File: config.mk
export PLATFORM = sky130hd
export DESIGN_NAME = riff_wave_header_parser_core_flat
export DESIGN_NICKNAME = d
export VERILOG_FILES = /design/src/sv/rwhp_pkg.sv /design/src/sv/rwhp_byte_if.sv /design/src/sv/riff_wave_header_parser_core.sv /design/src/flat_wrapper.sv
export SDC_FILE = /design/constraint.sdc
export NUM_CORES = 1
export LEC_CHECK = 0
export BUFFER_PORTS_ARGS = -buffer_cell sky130_fd_sc_hd__buf_2
export CELL_PAD_IN_SITES_DETAIL_PLACEMENT = 1
export CELL_PAD_IN_SITES_GLOBAL_PLACEMENT = 2
export CORE_AREA = 2 2 301 229
export CTS_CLUSTER_DIAMETER = 80
export CTS_CLUSTER_SIZE = 30
export DETAILED_ROUTE_END_ITERATION = 8
export DIE_AREA = 0 0 303 231
export PLACE_DENSITY = 0.91
export SYNTH_ARGS = -nofsm -noshare
export SYNTH_HDL_FRONTEND = slang
export SYNTH_SLANG_ARGS = --single-unit
File: constraint.sdc
create_clock -name clk -period 13 [get_ports clk]
set_clock_uncertainty 0.2 [all_clocks]
set_input_delay 3.25 -clock clk [delete_from_list [all_inputs] [get_ports clk]]
set_output_delay 3.25 -clock clk [all_outputs]
set_load 0.005 [all_outputs]
File: src/sv/rwhp_pkg.sv
// Package for the RIFF/WAVE header parser: status codes, tags, length limits
// and the expected PCM format block.
// No dependencies; every other file of the parser uses it.
`default_nettype none

package rwhp_pkg;

	// Field widths.
	localparam int LENGTH_BITS = 32;
	localparam int STATUS_W    = 3;
	localparam int OFFSET_W    = LENGTH_BITS + 1;

	typedef logic [LENGTH_BITS-1:0] len_t;
	typedef logic [STATUS_W-1:0]    status_t;
	typedef logic [OFFSET_W-1:0]    offset_t;

	// Result status codes.
	localparam status_t ST_FOUND     = 3'd0;
	localparam status_t ST_BAD_RIFF  = 3'd1;
	localparam status_t ST_RIFF_SHORT = 3'd2;
	localparam status_t ST_BAD_WAVE  = 3'd3;
	localparam status_t ST_NO_SPACE  = 3'd4;
	localparam status_t ST_FMT_SMALL = 3'd5;
	localparam status_t ST_WRONG_FMT = 3'd6;
	localparam status_t ST_TRUNCATED = 3'd7;

	// Chunk tags as they appear little-endian in the header word.
	localparam logic [31:0] TAG_RIFF = 32'h4646_4952;
	localparam logic [31:0] TAG_WAVE = 32'h4556_4157;
	localparam logic [31:0] TAG_FMT  = 32'h2074_6d66;
	localparam logic [31:0] TAG_DATA = 32'h6174_6164;

	// Length limits.
	localparam len_t MIN_RIFF_LEN = len_t'(4 + 8 + 16 + 8 + 1);
	localparam len_t FMT_MIN      = len_t'(16);
	localparam len_t CHUNK_HDR    = len_t'(8);
	localparam len_t WAVE_TAG_LEN = len_t'(4);

	// Expected fmt body: PCM, two channels, 44100 Hz, 16 bits per sample.
	function automatic logic [7:0] pcm_format_byte(input logic [3:0] idx);
		logic [7:0] val;
		case (idx)
			4'd0:    val = 8'h01;
			4'd2:    val = 8'h02;
			4'd4:    val = 8'h44;
			4'd5:    val = 8'hac;
			4'd8:    val = 8'h10;
			4'd9:    val = 8'hb1;
			4'd10:   val = 8'h02;
			4'd12:   val = 8'h04;
			4'd14:   val = 8'h10;
			default: val = 8'h00;
		endcase
		return val;
	endfunction

endpackage

`default_nettype wire

File: src/sv/rwhp_byte_if.sv
// Valid/ready channel interfaces of the RIFF/WAVE header parser: the file
// byte stream and the result stream.
// Depends on rwhp_pkg for the result field widths.
`default_nettype none

interface rwhp_byte_if;
	logic       valid;
	logic       ready;
	logic [7:0] file_byte;
	logic       start_of_file;
	logic       end_of_file;

	modport source(output valid, file_byte, start_of_file, end_of_file, input ready);
	modport sink(input valid, file_byte, start_of_file, end_of_file, output ready);
endinterface

interface rwhp_result_if;
	logic                                valid;
	logic                                ready;
	logic [rwhp_pkg::STATUS_W-1:0]       status;
	logic [rwhp_pkg::OFFSET_W-1:0]       data_offset;
	logic [rwhp_pkg::LENGTH_BITS-1:0]    data_length;

	modport source(output valid, status, data_offset, data_length, input ready);
	modport sink(input valid, status, data_offset, data_length, output ready);
endinterface

`default_nettype wire

File: src/sv/riff_wave_header_parser_core.sv
// Top level of the RIFF/WAVE header parser: byte-serial header walk with a
// two-entry result buffer. Depends on rwhp_pkg and the interfaces in rwhp_byte_if.sv.
`default_nettype none

// The parser takes one file byte per cycle and answers each file with at most
// one item on the result channel: status 0 with the data payload offset and
// length, or an error code. Each byte is judged in the cycle it is accepted
// by the parse state machine, and the result that it decides is registered.
// Results go into an output register backed by one skid register, so
// stream.ready falls only while both hold a result that has not been taken;
// otherwise a byte is accepted every cycle. Bytes that arrive before the first
// start_of_file or after a verdict are consumed and ignored.
module riff_wave_header_parser_core (
	input  wire            clk,
	input  wire            arst_n,
	rwhp_byte_if.sink      stream,
	rwhp_result_if.source  result
);
	import rwhp_pkg::*;

	typedef enum logic [3:0] {
		PH_IDLE, PH_RIFF, PH_WAVE, PH_FMT_HDR, PH_FMT_SKIP,
		PH_FMT_BODY, PH_FMT_TAIL, PH_DATA_HDR, PH_DATA_SKIP, PH_DONE
	} phase_t;

	typedef struct packed {
		status_t status;
		offset_t data_offset;
		len_t    data_length;
	} result_t;

	localparam offset_t PAYLOAD_GAP = offset_t'(2 * CHUNK_HDR);

	// Parse state.
	phase_t      phase_q;
	logic [3:0]  fbc_q;
	logic [63:0] hs_q;
	len_t        total_q;
	len_t        rr_q;
	len_t        cl_q;
	len_t        skip_q;
	logic        fmt_ok_q;

	// Result buffer.
	result_t out_q, skid_q;
	logic    out_vld_q, skid_vld_q;

	// Next-state and result signals.
	phase_t      n_phase;
	logic [3:0]  n_fbc;
	logic [63:0] n_hs;
	len_t        n_total, n_rr, n_cl, n_skip;
	logic        n_fmt_ok;
	logic        emit;
	result_t     res;

	// Working values.
	phase_t      cur_phase;
	logic [3:0]  cur_fbc;
	logic [63:0] cur_hs, hs_new;
	len_t        cur_total, cur_rr, cur_cl, cur_skip;
	logic        cur_fmt_ok;
	logic        hdr_done;
	len_t        tag, sub, rr_hdr, rr_after, skip_dec;
	logic        search_go, fmt_finish, finish_ok;
	len_t        search_rem;
	phase_t      search_next;
	logic        accept, pop;

	assign accept       = stream.valid && stream.ready;
	assign pop          = result.valid && result.ready;
	assign stream.ready = !skid_vld_q;

	// Byte-level parse logic.
	always_comb begin
		// A start mark restarts the walk from a clean state.
		if (stream.start_of_file) begin
			cur_phase  = PH_RIFF;
			cur_fbc    = '0;
			cur_hs     = '0;
			cur_total  = '0;
			cur_rr     = '0;
			cur_cl     = '0;
			cur_skip   = '0;
			cur_fmt_ok = 1'b1;
		end else begin
			cur_phase  = phase_q;
			cur_fbc    = fbc_q;
			cur_hs     = hs_q;
			cur_total  = total_q;
			cur_rr     = rr_q;
			cur_cl     = cl_q;
			cur_skip   = skip_q;
			cur_fmt_ok = fmt_ok_q;
		end

		hs_new = cur_hs;
		hs_new[cur_fbc[2:0]*8 +: 8] = stream.file_byte;
		tag      = hs_new[31:0];
		sub      = hs_new[63:32];
		rr_hdr   = cur_rr - CHUNK_HDR;
		rr_after = rr_hdr - sub;
		skip_dec = cur_skip - len_t'(1);
		hdr_done = (cur_phase == PH_WAVE) ? (cur_fbc[1:0] == 2'd3) : (cur_fbc[2:0] == 3'd7);

		n_phase  = phase_q;
		n_fbc    = fbc_q;
		n_hs     = hs_q;
		n_total  = total_q;
		n_rr     = rr_q;
		n_cl     = cl_q;
		n_skip   = skip_q;
		n_fmt_ok = fmt_ok_q;
		emit     = 1'b0;
		res      = '{status: ST_FOUND, data_offset: '0, data_length: '0};

		search_go   = 1'b0;
		search_rem  = cur_rr;
		search_next = PH_FMT_HDR;
		fmt_finish  = 1'b0;
		finish_ok   = cur_fmt_ok;

		if (accept) begin
			n_phase  = cur_phase;
			n_fbc    = cur_fbc;
			n_hs     = cur_hs;
			n_total  = cur_total;
			n_rr     = cur_rr;
			n_cl     = cur_cl;
			n_skip   = cur_skip;
			n_fmt_ok = cur_fmt_ok;

			if (cur_phase != PH_IDLE && cur_phase != PH_DONE) begin
				if (stream.end_of_file) begin
					emit       = 1'b1;
					res.status = ST_TRUNCATED;
				end else begin
					case (cur_phase)
						PH_RIFF, PH_WAVE, PH_FMT_HDR, PH_DATA_HDR: begin
							n_hs  = hs_new;
							n_fbc = cur_fbc + 4'd1;
							if (hdr_done) begin
								case (cur_phase)
									PH_RIFF: begin
										if (tag != TAG_RIFF) begin
											emit       = 1'b1;
											res.status = ST_BAD_RIFF;
										end else if (sub < MIN_RIFF_LEN) begin
											emit       = 1'b1;
											res.status = ST_RIFF_SHORT;
										end else begin
											n_total = sub;
											n_rr    = sub;
											n_phase = PH_WAVE;
											n_fbc   = '0;
											n_hs    = '0;
										end
									end
									PH_WAVE: begin
										n_rr = cur_rr - WAVE_TAG_LEN;
										if (tag != TAG_WAVE) begin
											emit       = 1'b1;
											res.status = ST_BAD_WAVE;
										end else begin
											search_go   = 1'b1;
											search_rem  = cur_rr - WAVE_TAG_LEN;
											search_next = PH_FMT_HDR;
										end
									end
									default: begin
										// Chunk header: length check comes before the tag.
										n_cl = sub;
										n_rr = rr_hdr;
										if (rr_hdr < sub) begin
											emit       = 1'b1;
											res.status = ST_NO_SPACE;
										end else if (cur_phase == PH_DATA_HDR && tag == TAG_DATA) begin
											emit            = 1'b1;
											res.status      = ST_FOUND;
											res.data_offset = {1'b0, cur_total} - {1'b0, cur_rr}
												+ PAYLOAD_GAP;
											res.data_length = sub;
										end else if (cur_phase == PH_FMT_HDR && tag == TAG_FMT) begin
											if (sub < FMT_MIN) begin
												emit       = 1'b1;
												res.status = ST_FMT_SMALL;
											end else begin
												n_rr     = rr_after;
												n_fmt_ok = 1'b1;
												n_fbc    = '0;
												n_phase  = PH_FMT_BODY;
											end
										end else begin
											n_rr = rr_after;
											if (sub == '0) begin
												search_go   = 1'b1;
												search_rem  = rr_after;
												search_next = cur_phase;
											end else begin
												n_skip  = sub;
												n_phase = (cur_phase == PH_FMT_HDR) ?
													PH_FMT_SKIP : PH_DATA_SKIP;
											end
										end
									end
								endcase
							end
						end
						PH_FMT_SKIP, PH_DATA_SKIP: begin
							n_skip = skip_dec;
							if (skip_dec == '0) begin
								search_go   = 1'b1;
								search_rem  = cur_rr;
								search_next = (cur_phase == PH_FMT_SKIP) ? PH_FMT_HDR : PH_DATA_HDR;
							end
						end
						PH_FMT_BODY: begin
							finish_ok = cur_fmt_ok &&
								(stream.file_byte == pcm_format_byte(cur_fbc));
							n_fmt_ok = finish_ok;
							if (cur_fbc != 4'd15) begin
								n_fbc = cur_fbc + 4'd1;
							end else begin
								n_fbc = '0;
								if (cur_cl > FMT_MIN) begin
									n_skip  = cur_cl - FMT_MIN;
									n_phase = PH_FMT_TAIL;
								end else begin
									fmt_finish = 1'b1;
								end
							end
						end
						PH_FMT_TAIL: begin
							n_skip = skip_dec;
							if (skip_dec == '0) begin
								fmt_finish = 1'b1;
							end
						end
						default: begin
							n_phase = PH_DONE;
						end
					endcase

					// Format verdict after the whole fmt chunk has gone by.
					if (fmt_finish) begin
						if (!finish_ok) begin
							emit       = 1'b1;
							res.status = ST_WRONG_FMT;
						end else begin
							search_go   = 1'b1;
							search_rem  = cur_rr;
							search_next = PH_DATA_HDR;
						end
					end

					// Entering a chunk search needs room for a chunk header.
					if (search_go) begin
						if (search_rem < CHUNK_HDR) begin
							emit       = 1'b1;
							res.status = ST_NO_SPACE;
						end else begin
							n_phase = search_next;
							n_fbc   = '0;
							n_hs    = '0;
						end
					end
				end
				if (emit) begin
					n_phase = PH_DONE;
				end
			end
		end
	end

	// Parse state registers.
	always_ff @(posedge clk or negedge arst_n) begin
		if (!arst_n) begin
			phase_q  <= PH_IDLE;
			fbc_q    <= '0;
			hs_q     <= '0;
			total_q  <= '0;
			rr_q     <= '0;
			cl_q     <= '0;
			skip_q   <= '0;
			fmt_ok_q <= 1'b1;
		end else begin
			phase_q  <= n_phase;
			fbc_q    <= n_fbc;
			hs_q     <= n_hs;
			total_q  <= n_total;
			rr_q     <= n_rr;
			cl_q     <= n_cl;
			skip_q   <= n_skip;
			fmt_ok_q <= n_fmt_ok;
		end
	end

	// Result register with one skid entry behind it.
	always_ff @(posedge clk or negedge arst_n) begin
		if (!arst_n) begin
			out_vld_q  <= 1'b0;
			skid_vld_q <= 1'b0;
		end else begin
			if (skid_vld_q) begin
				if (pop) begin
					out_vld_q  <= 1'b1;
					skid_vld_q <= 1'b0;
				end
			end else if (emit) begin
				if (out_vld_q && !pop) begin
					skid_vld_q <= 1'b1;
				end else begin
					out_vld_q <= 1'b1;
				end
			end else if (pop) begin
				out_vld_q <= 1'b0;
			end
		end
	end

	always_ff @(posedge clk) begin
		if (skid_vld_q) begin
			if (pop) begin
				out_q <= skid_q;
			end
		end else if (emit) begin
			if (out_vld_q && !pop) begin
				skid_q <= res;
			end else begin
				out_q <= res;
			end
		end
	end

	assign result.valid       = out_vld_q;
	assign result.status      = out_q.status;
	assign result.data_offset = out_q.data_offset;
	assign result.data_length = out_q.data_length;

endmodule

`default_nettype wire

File: src/flat_wrapper.sv
// flat-port wrapper written by rule: the top's interface ports become plain ports
module riff_wave_header_parser_core_flat import rwhp_pkg::*;
  (clk, arst_n, stream_valid, stream_file_byte, stream_start_of_file, stream_end_of_file, stream_ready, result_valid, result_status, result_data_offset, result_data_length, result_ready);
  rwhp_byte_if stream_i ();
  rwhp_result_if result_i ();
  input  wire clk;
  input  wire arst_n;
  input wire logic [$bits(stream_i.valid)-1:0] stream_valid;
  input wire logic [$bits(stream_i.file_byte)-1:0] stream_file_byte;
  input wire logic [$bits(stream_i.start_of_file)-1:0] stream_start_of_file;
  input wire logic [$bits(stream_i.end_of_file)-1:0] stream_end_of_file;
  output wire logic [$bits(stream_i.ready)-1:0] stream_ready;
  output wire logic [$bits(result_i.valid)-1:0] result_valid;
  output wire logic [$bits(result_i.status)-1:0] result_status;
  output wire logic [$bits(result_i.data_offset)-1:0] result_data_offset;
  output wire logic [$bits(result_i.data_length)-1:0] result_data_length;
  input wire logic [$bits(result_i.ready)-1:0] result_ready;
  assign stream_i.valid = stream_valid;
  assign stream_i.file_byte = stream_file_byte;
  assign stream_i.start_of_file = stream_start_of_file;
  assign stream_i.end_of_file = stream_end_of_file;
  assign stream_ready = stream_i.ready;
  assign result_valid = result_i.valid;
  assign result_status = result_i.status;
  assign result_data_offset = result_i.data_offset;
  assign result_data_length = result_i.data_length;
  assign result_i.ready = result_ready;
  riff_wave_header_parser_core u_core (.clk(clk), .arst_n(arst_n), .stream(stream_i), .result(result_i));
endmodule
* Word level (Yosys, flattened, before mapping) *
Memory sizes are Yosys's and may differ from the RTL's.
Cells that the tools add are included.

word-level totals
  flip-flop bits (word level) = 339
  ROM bits = 128
  input bits = 14
  output and inout bits = 70
  logic and storage cells = 274
  memories = 1

memories
  memory           depth  bits a word  read ports  clocked after memory_dff  wr ports  line            source
  (no name shown)  16     8            1           0                         0         rwhp_pkg.sv:42  case (idx)

cells by class
  $add $sub $neg = 9
  $lt $le $gt $ge = 5
  eq/ne operators = 20
  shift-type cells = 2
  mux-type cells = 199
  bitwise operators = 1
  reductions and logical operators = 21

operator list
  kind                                                                        count
  32-bit two-way mux                                                          48
  64-bit two-way mux                                                          10
  68-bit two-way mux                                                          8
  65-bit two-way mux                                                          4
  4-bit two-way mux                                                           39
  32-bit one-hot mux with 2 select lines                                      2
  32-bit one-hot mux with 3 select lines                                      1
  64-bit bitwise mux                                                          1
  32-bit logical NOT                                                          2
  32-bit by 31-bit inequality test with 1-bit output (second input constant)  2
  8-bit by 34-bit variable shift with 64-bit output (first input constant)    1
  8-bit by 34-bit indexed part select with 64-bit output                      1
  1-bit two-way mux                                                           58
  6-bit negation with 34-bit output                                           1
  33-bit by 5-bit adder with 33-bit output (second input constant)            1
  3-bit two-way mux                                                           11
  32-bit by 32-bit subtractor with 33-bit output                              1
  32-bit by 30-bit equality test with 1-bit output (second input constant)    1
  32-bit by 31-bit equality test with 1-bit output (second input constant)    1
  32-bit by 5-bit > comparator with 1-bit output (second input constant)      1
  32-bit < comparator                                                         1
  32-bit by 4-bit < comparator with 1-bit output (second input constant)      1
  32-bit by 5-bit < comparator with 1-bit output (second input constant)      1
  32-bit by 6-bit < comparator with 1-bit output (second input constant)      1
  other kinds (32)                                                            59

* Logic depth before layout (Yosys ltp) *
  depth after elaboration = 27
  mapped depth = 39
  mapped depth without buffers = 25

* Worst setup path after synthesis *
No wires, ideal clock.

  path kind = input -> register
  start = input stream_start_of_file
  end = register u_core.out_q (netlist bit u_core.result.data_length[0]), enable pin
  library setup time = 0.598 ns
  arrival time = 15.917 ns
  setup slack = -3.716 ns
  stages on the path = 37
  path buffers = 12
  cell sequence = buf_2 -> clkbuf_1 -> inv_1 -> clkbuf_1 -> clkbuf_1 -> clkbuf_1 -> clkbuf_1 -> clkbuf_1 -> buf_1 -> buf_1 -> clkbuf_1 -> nand2_1 -> ha_1 -> ha_1 -> buf_2 -> nor2b_1 -> clkbuf_1 -> nand4_1 -> a21o_1 -> inv_1 -> ha_1 -> inv_1 -> fa_1 -> a21o_1 -> a21oi_1 -> a221oi_1 -> nor2_1 -> o21ai_0 -> o21ba_2 -> or3_1 -> a2111oi_2 -> o32ai_1 -> nor3_2 -> o2111ai_2 -> nor3_1 -> o21ai_1 -> a21boi_0

on the way
  longest elaborated chain between the ends = 27
  elaborated cells on any way between the ends = 110

ends and longest elaborated chain
  element                                                                               line                                                                      source
  start, declared                                                                       flat_wrapper.sv:10                                                        input wire logic [$bits(stream_i.start_of_file)-1:0] stream_start_of_file;
  4-bit two-way mux                                                                     riff_wave_header_parser_core.sv:77                                        if (stream.start_of_file) begin
  6-bit negation with 34-bit output or memory 16 x 8 bit (tied branches)                -
  8-bit by 34-bit indexed part select with 64-bit output, or another cell as far along  riff_wave_header_parser_core.sv:98                                        hs_new[cur_fbc[2:0]*8 +: 8] = stream.file_byte;
  64-bit bitwise mux or 8-bit two-way mux (tied branches)                               riff_wave_header_parser_core.sv:98, riff_wave_header_parser_core.sv:134
  32-bit subtractor, or another cell as far along                                       riff_wave_header_parser_core.sv:102                                       rr_after = rr_hdr - sub;
  32-bit two-way mux, or another cell as far along                                      riff_wave_header_parser_core.sv:195                                       if (sub == '0) begin
  32-bit two-way mux or 8-bit equality test (tied branches)                             riff_wave_header_parser_core.sv:183, riff_wave_header_parser_core.sv:219
  32-bit two-way mux or 1-bit logical AND (tied branches)                               riff_wave_header_parser_core.sv:177, riff_wave_header_parser_core.sv:218
  (+11 left out)                                                                        -
  1-bit two-way mux                                                                     riff_wave_header_parser_core.sv:257                                       if (search_go) begin
  1-bit two-way mux                                                                     riff_wave_header_parser_core.sv:134                                       if (stream.end_of_file) begin
  1-bit two-way mux                                                                     riff_wave_header_parser_core.sv:133                                       if (cur_phase != PH_IDLE && cur_phase != PH_DONE) begin
  1-bit two-way mux                                                                     riff_wave_header_parser_core.sv:123                                       if (accept) begin
  1-bit two-way mux *                                                                   riff_wave_header_parser_core.sv:133
  1-bit two-way mux *                                                                   riff_wave_header_parser_core.sv:123
  2-bit nonzero test (no line) *                                                        -
  3-bit AND reduction (no line) *                                                       -
  end signal, assigned                                                                  riff_wave_header_parser_core.sv:324                                       out_q <= skid_q;
  end signal, assigned                                                                  riff_wave_header_parser_core.sv:330                                       out_q <= res;
  end, declared                                                                         riff_wave_header_parser_core.sv:45                                        result_t out_q, skid_q;

Mark *: on every way between the ends. The rest lies on a longest branch, timed or not. The select of a mux whose other input is x is not followed.
A chain may end at the register's enable or synchronous reset.

* Final worst setup path *
  start = input stream_start_of_file
  end = register u_core.out_q (netlist bit u_core.result.data_offset[23]), enable pin

The elaborated chain is that of the path after synthesis.

==> flow_summary.yaml <==
cts:
  cts-htree-levels: 1
  cts_tree: "built"
  clk_pin_slew_ns: 0.11
  cts.sinks: 339
  cts.root.buffer_cell: "clkbuf_16"
  ctsResizeCount: 0
  insertion_delay_ns: 0.63
  postCtsHoldBufs: 0
  cts_buffers: 26
  ctsLongestPathBuffers: 3
  post_cts_buffers: 0
pwr:
  share_seq_of_total_power: 0.309
  powerDensity_nw_per_um2: 161.4
  vdd_ir_drop_max_uv: 96.97
  p_sw_frac: 0.4822
  p_total_mw: 4.553
  p_leak_nw: 11.67
  power.internal_mw: 2.358
  p_sw_mw: 2.195
  comb_power_share: 0.485
  clockPowerShare: 0.206
layout:
  multi_input_area_um2: 15690
  nNetsFinal: 3215
  fillers: 8064
  stdcell_count: 4007
  regArea_um2: 9166
  area_growth_pct: 8.821
  drive_above_1_share: 0.09187
critical_path:
  crit_buf_inv: 4
  rr_endpoint: "u_core.result.data_offset[23]$_DFFE_PP_"
  critical_path_class: "input pin to flop"
  cp_data_arrival_time_ns: 11.79
  cpLargestDelayFamily: "compound AO/OA/AOI/OAI gates"
  cp_cell_sequence: "buf_6 -> inv_4 -> nand2_1 -> ha_1 -> ha_1 -> nor2b_1 -> nand4_1 -> a21oi_1 -> inv_1 -> ha_1 -> and2_1 -> a221oi_1 -> maj3_1 -> a21o_1 -> a21oi_1 -> o311ai_0 -> nor4b_1 -> a41oi_1 -> nor3_2 -> o2111ai_2 -> nor3_1 -> o21ai_1 -> a21boi_4 -> buf_4"
  timing.rr.start: "u_core.fbc_q[0]$_DFFE_PN0P_"
  cp_slowest_cell: "o311ai_0"
  rr_worst_depth: 22
  slowest_delay_ns: 0.71
  crit_required_ns: 13.07
  path_depth: 24
  path_common_cell: "ha_1"
  start_kind: "input pin"
  reg2reg_slack_ns: 3.78
  path_max_fanout: 68
  crit_path_end_kind: "flop"
min_path:
  min_path_type: "flop to flop"
  hp-start: "u_core.total_q[29]$_DFFE_PN0P_"
  hold_path_end: "u_core.total_q[29]$_DFFE_PN0P_"
  hold_depth: 2
synthesis:
  synth_nets: 3241
  synthSimpleGateAreaFrac: 0.2131
  synth.distinct_cells: 99
  synth_area_leader_cell: "dfrtp_1"
  synthCells: 3119
  muxShareOfSynthArea: 0.03552
  async_reset_ff_frac: 0.5988
  synth.top_cell.area_share: 0.1950
  synth-adder-area-share: 0.05308
  synth_ff_type: "dfrtp_1"
  synth_area_leaders: "dfrtp_1 19%, edfxtp_1 16%, o21ai_0 6.1%, nand2_1 5.3%, ha_1 5.1%"
  syn_area_um2: 25930
  synthXorXnorAreaFrac: 0.04208
  ys_seq_area_frac: 0.3535
  synth_warnings: 0
  synth_area_per_cell_um2: 8.313
  synth-seq-cells: 339
  synth_top_family_by_area: "compound AO/OA/AOI/OAI gates"
  synth_edf_count: 136
  synth_compound_area_frac: 0.2587
global_routing:
  use_met2: 0.4520
  grtUsageMet3: 0.07999
  grtUsageMet1: 0.4855
  grt_util_all_layers: 0.3247
  grt_max_degree: 119
  grt_pass1_wl_um: 172200
  antenna_found_initial: 3
  grt_pass1_vias: 25710
  busiest_layer: "met1"
  grt_overflow: 0
sta:
  max_freq_mhz: 85.36
  rsz0062_at_grt: "no"
  period_minus_slack_ns: 11.72
  setup_viol: 0
  timing.final.hold_violations: 0
  worst_slack_ns: 1.284
  worst_slew_pin_slew_ns: 1.262
  final-max-slew-violation-count: 0
  maxSlewHeadroom: 0.1562
  fin_tns_setup_ns: 0
  finalCritPeriodShare: 0.9012
die:
  start_util: 0.3847
  die_h_um: 231
  dieArea_um2: 69990
  coreArea_um2: 67400
  io_pins: 84
  rows: 83
  fp.dieW_um: 303
route:
  vias_per_cell: 6.558
  wl_per_cell_um: 28.96
  antenna_left: 0
  drt_iter0_drc: 3214
  drcViolationCount: 24
  wl_um: 116100
  drt-pass1-iter-count: 8
  via_count: 26280
placed_design:
  placed_cells: 3957
  pre_cts_ws_ns: 0.8780
  portBuffers: 83
  place_congestion: 0.9830
  dpl.hpwl_um: 85340
status:
  violations: "DRC"
  outcome: "complete, but fails checks"
run:
  cap_violations: 0
## layout make-up
class                   count  share of cell area
multi-input cells        2499              0.5562
flip-flops and latches    339              0.3249
well taps                 892             0.03955
repair buffers            158             0.03565
clock buffers              28             0.02332
clock inverters            20             0.01100
inverters                  69            0.009268
diodes                      2           0.0001774
## cells by family (layout without fill, tap and decap cells)
kind of cell	after synthesis	in the layout
AOI/OAI and AO/OA	1030	1030
xor gates and xnor gates	123	123
adders and majority gates	109	109
buffers and inverters	281	275
DFF	339	339
muxes	90	90
other	0	2
and+or+nand+nor	1147	1147
## worst max-delay path by stage
stage	end	from	slack [ns]
after detailed placement	u_core.result.data_offset[18]$_DFFE_PP_	stream_start_of_file	0.88
after CTS	u_core.result.data_offset[12]$_DFFE_PP_	stream_start_of_file	1.53
after global routing	u_core.result.data_offset[23]$_DFFE_PP_	stream_start_of_file	0.85
after global placement	u_core.result.data_offset[22]$_DFFE_PP_	stream_start_of_file	1.22
final	u_core.result.data_offset[23]$_DFFE_PP_	stream_start_of_file	1.28
after floorplan	u_core.result.data_length[0]$_DFFE_PP_	stream_start_of_file	0.05
## placed cells by master (no fill, tap or decap), types with 16 or more instances in the layout
cell type / n
edfxtp_1: 136
or4_1: 20
a31oi_1: 34
a21oi_1: 201
o21a_1: 16
o21ai_0: 318
nand3_1: 58
buf_4: 74
nand2_1: 367
nor2b_1: 92
xor2_1: 39
dfrtp_1: 201
nor4_1: 47
a21o_1: 115
nor2_1: 294
ha_1: 106
or3_1: 18
or2_2: 21
a221oi_1: 23
inv_1: 67
clkbuf_16: 26
mux2i_1: 74
nand2b_1: 24
o221ai_1: 20
o211ai_1: 28
o31ai_1: 21
xnor2_1: 83
and3_1: 21
nand4_1: 38
a22o_1: 30
a211oi_1: 28
o2bb2ai_1: 36
nor3_1: 74
buf_2: 81
## routing by layer
| metal | part of all wire | routed length, um |
|---|---|---|
| met1 | 0.45 | 52030 |
| met3 | 0.11 | 12800 |
| met2 | 0.41 | 47010 |
| met5 | 0.00010 | 12 |
| met4 | 0.036 | 4190 |
## flip-flops by register name, indices dropped and copies added, names as in the netlist
register and cells:
u_core.skid_q 68, u_core.hs_q 64, u_core.result.data_offset 33, u_core.cl_q 32, u_core.result.data_length 32, u_core.rr_q 32
u_core.skip_q 32, u_core.total_q 32, u_core.fbc_q 4, u_core.phase_q 4, u_core.result.status 3, u_core.fmt_ok_q 1
u_core.result.valid 1, u_core.skid_vld_q 1
## cell usage after synthesis, types with 15 or more instances
master and count:
or4_1 20, a21oi_1 201, and3_1 21, nand2b_1 24
inv_1 68, a31oi_1 34, a22o_1 30, nand2_1 367
clkbuf_1 176, nand3_1 59, xnor2_1 83, nor2_1 295
o31ai_1 21, nor3b_1 15, a22oi_1 15, dfrtp_1 202
a221oi_1 23, nand4_1 38, nor3_1 76, a21o_1 115
nor2b_1 93, nor4_1 48, mux2i_1 77, o2bb2ai_1 36
o211ai_1 28, o221ai_1 20, o21ai_0 318, a211oi_1 28
xor2_1 39, o21a_1 16, or2_2 21, or3_1 18
edfxtp_1 136, ha_1 106
## power by group through the flow
stage	clock [mW]	sequential [mW]	combinational (mW)
3_5_place_dp	0	1.42	2.11
3_3_place_gp	0	1.41	2.06
2_1_floorplan	0	1.33	1.44
5_1_grt	0.985	1.42	2.34
6_report	0.938	1.41	2.21
4_1_cts	0.947	1.40	2.13
## per-stage QoR
stage                 util  instance area (um2)  hold slack, ns
floorplan                -                25950          0.2422
global placement    0.4042                27240          0.2550
detailed placement  0.4042                27240          0.2625
CTS                 0.4186                28210          0.2856
global route        0.4186                28210          0.3004
finish              0.4186                28220          0.2801
## worst min-delay path: stages, from the launching register on
cell	delay, ns
dfrtp_1	0.35
nand2_1	0.04
o21ai_0	0.06
No activity file was read; power rests on OpenSTA's default activity.
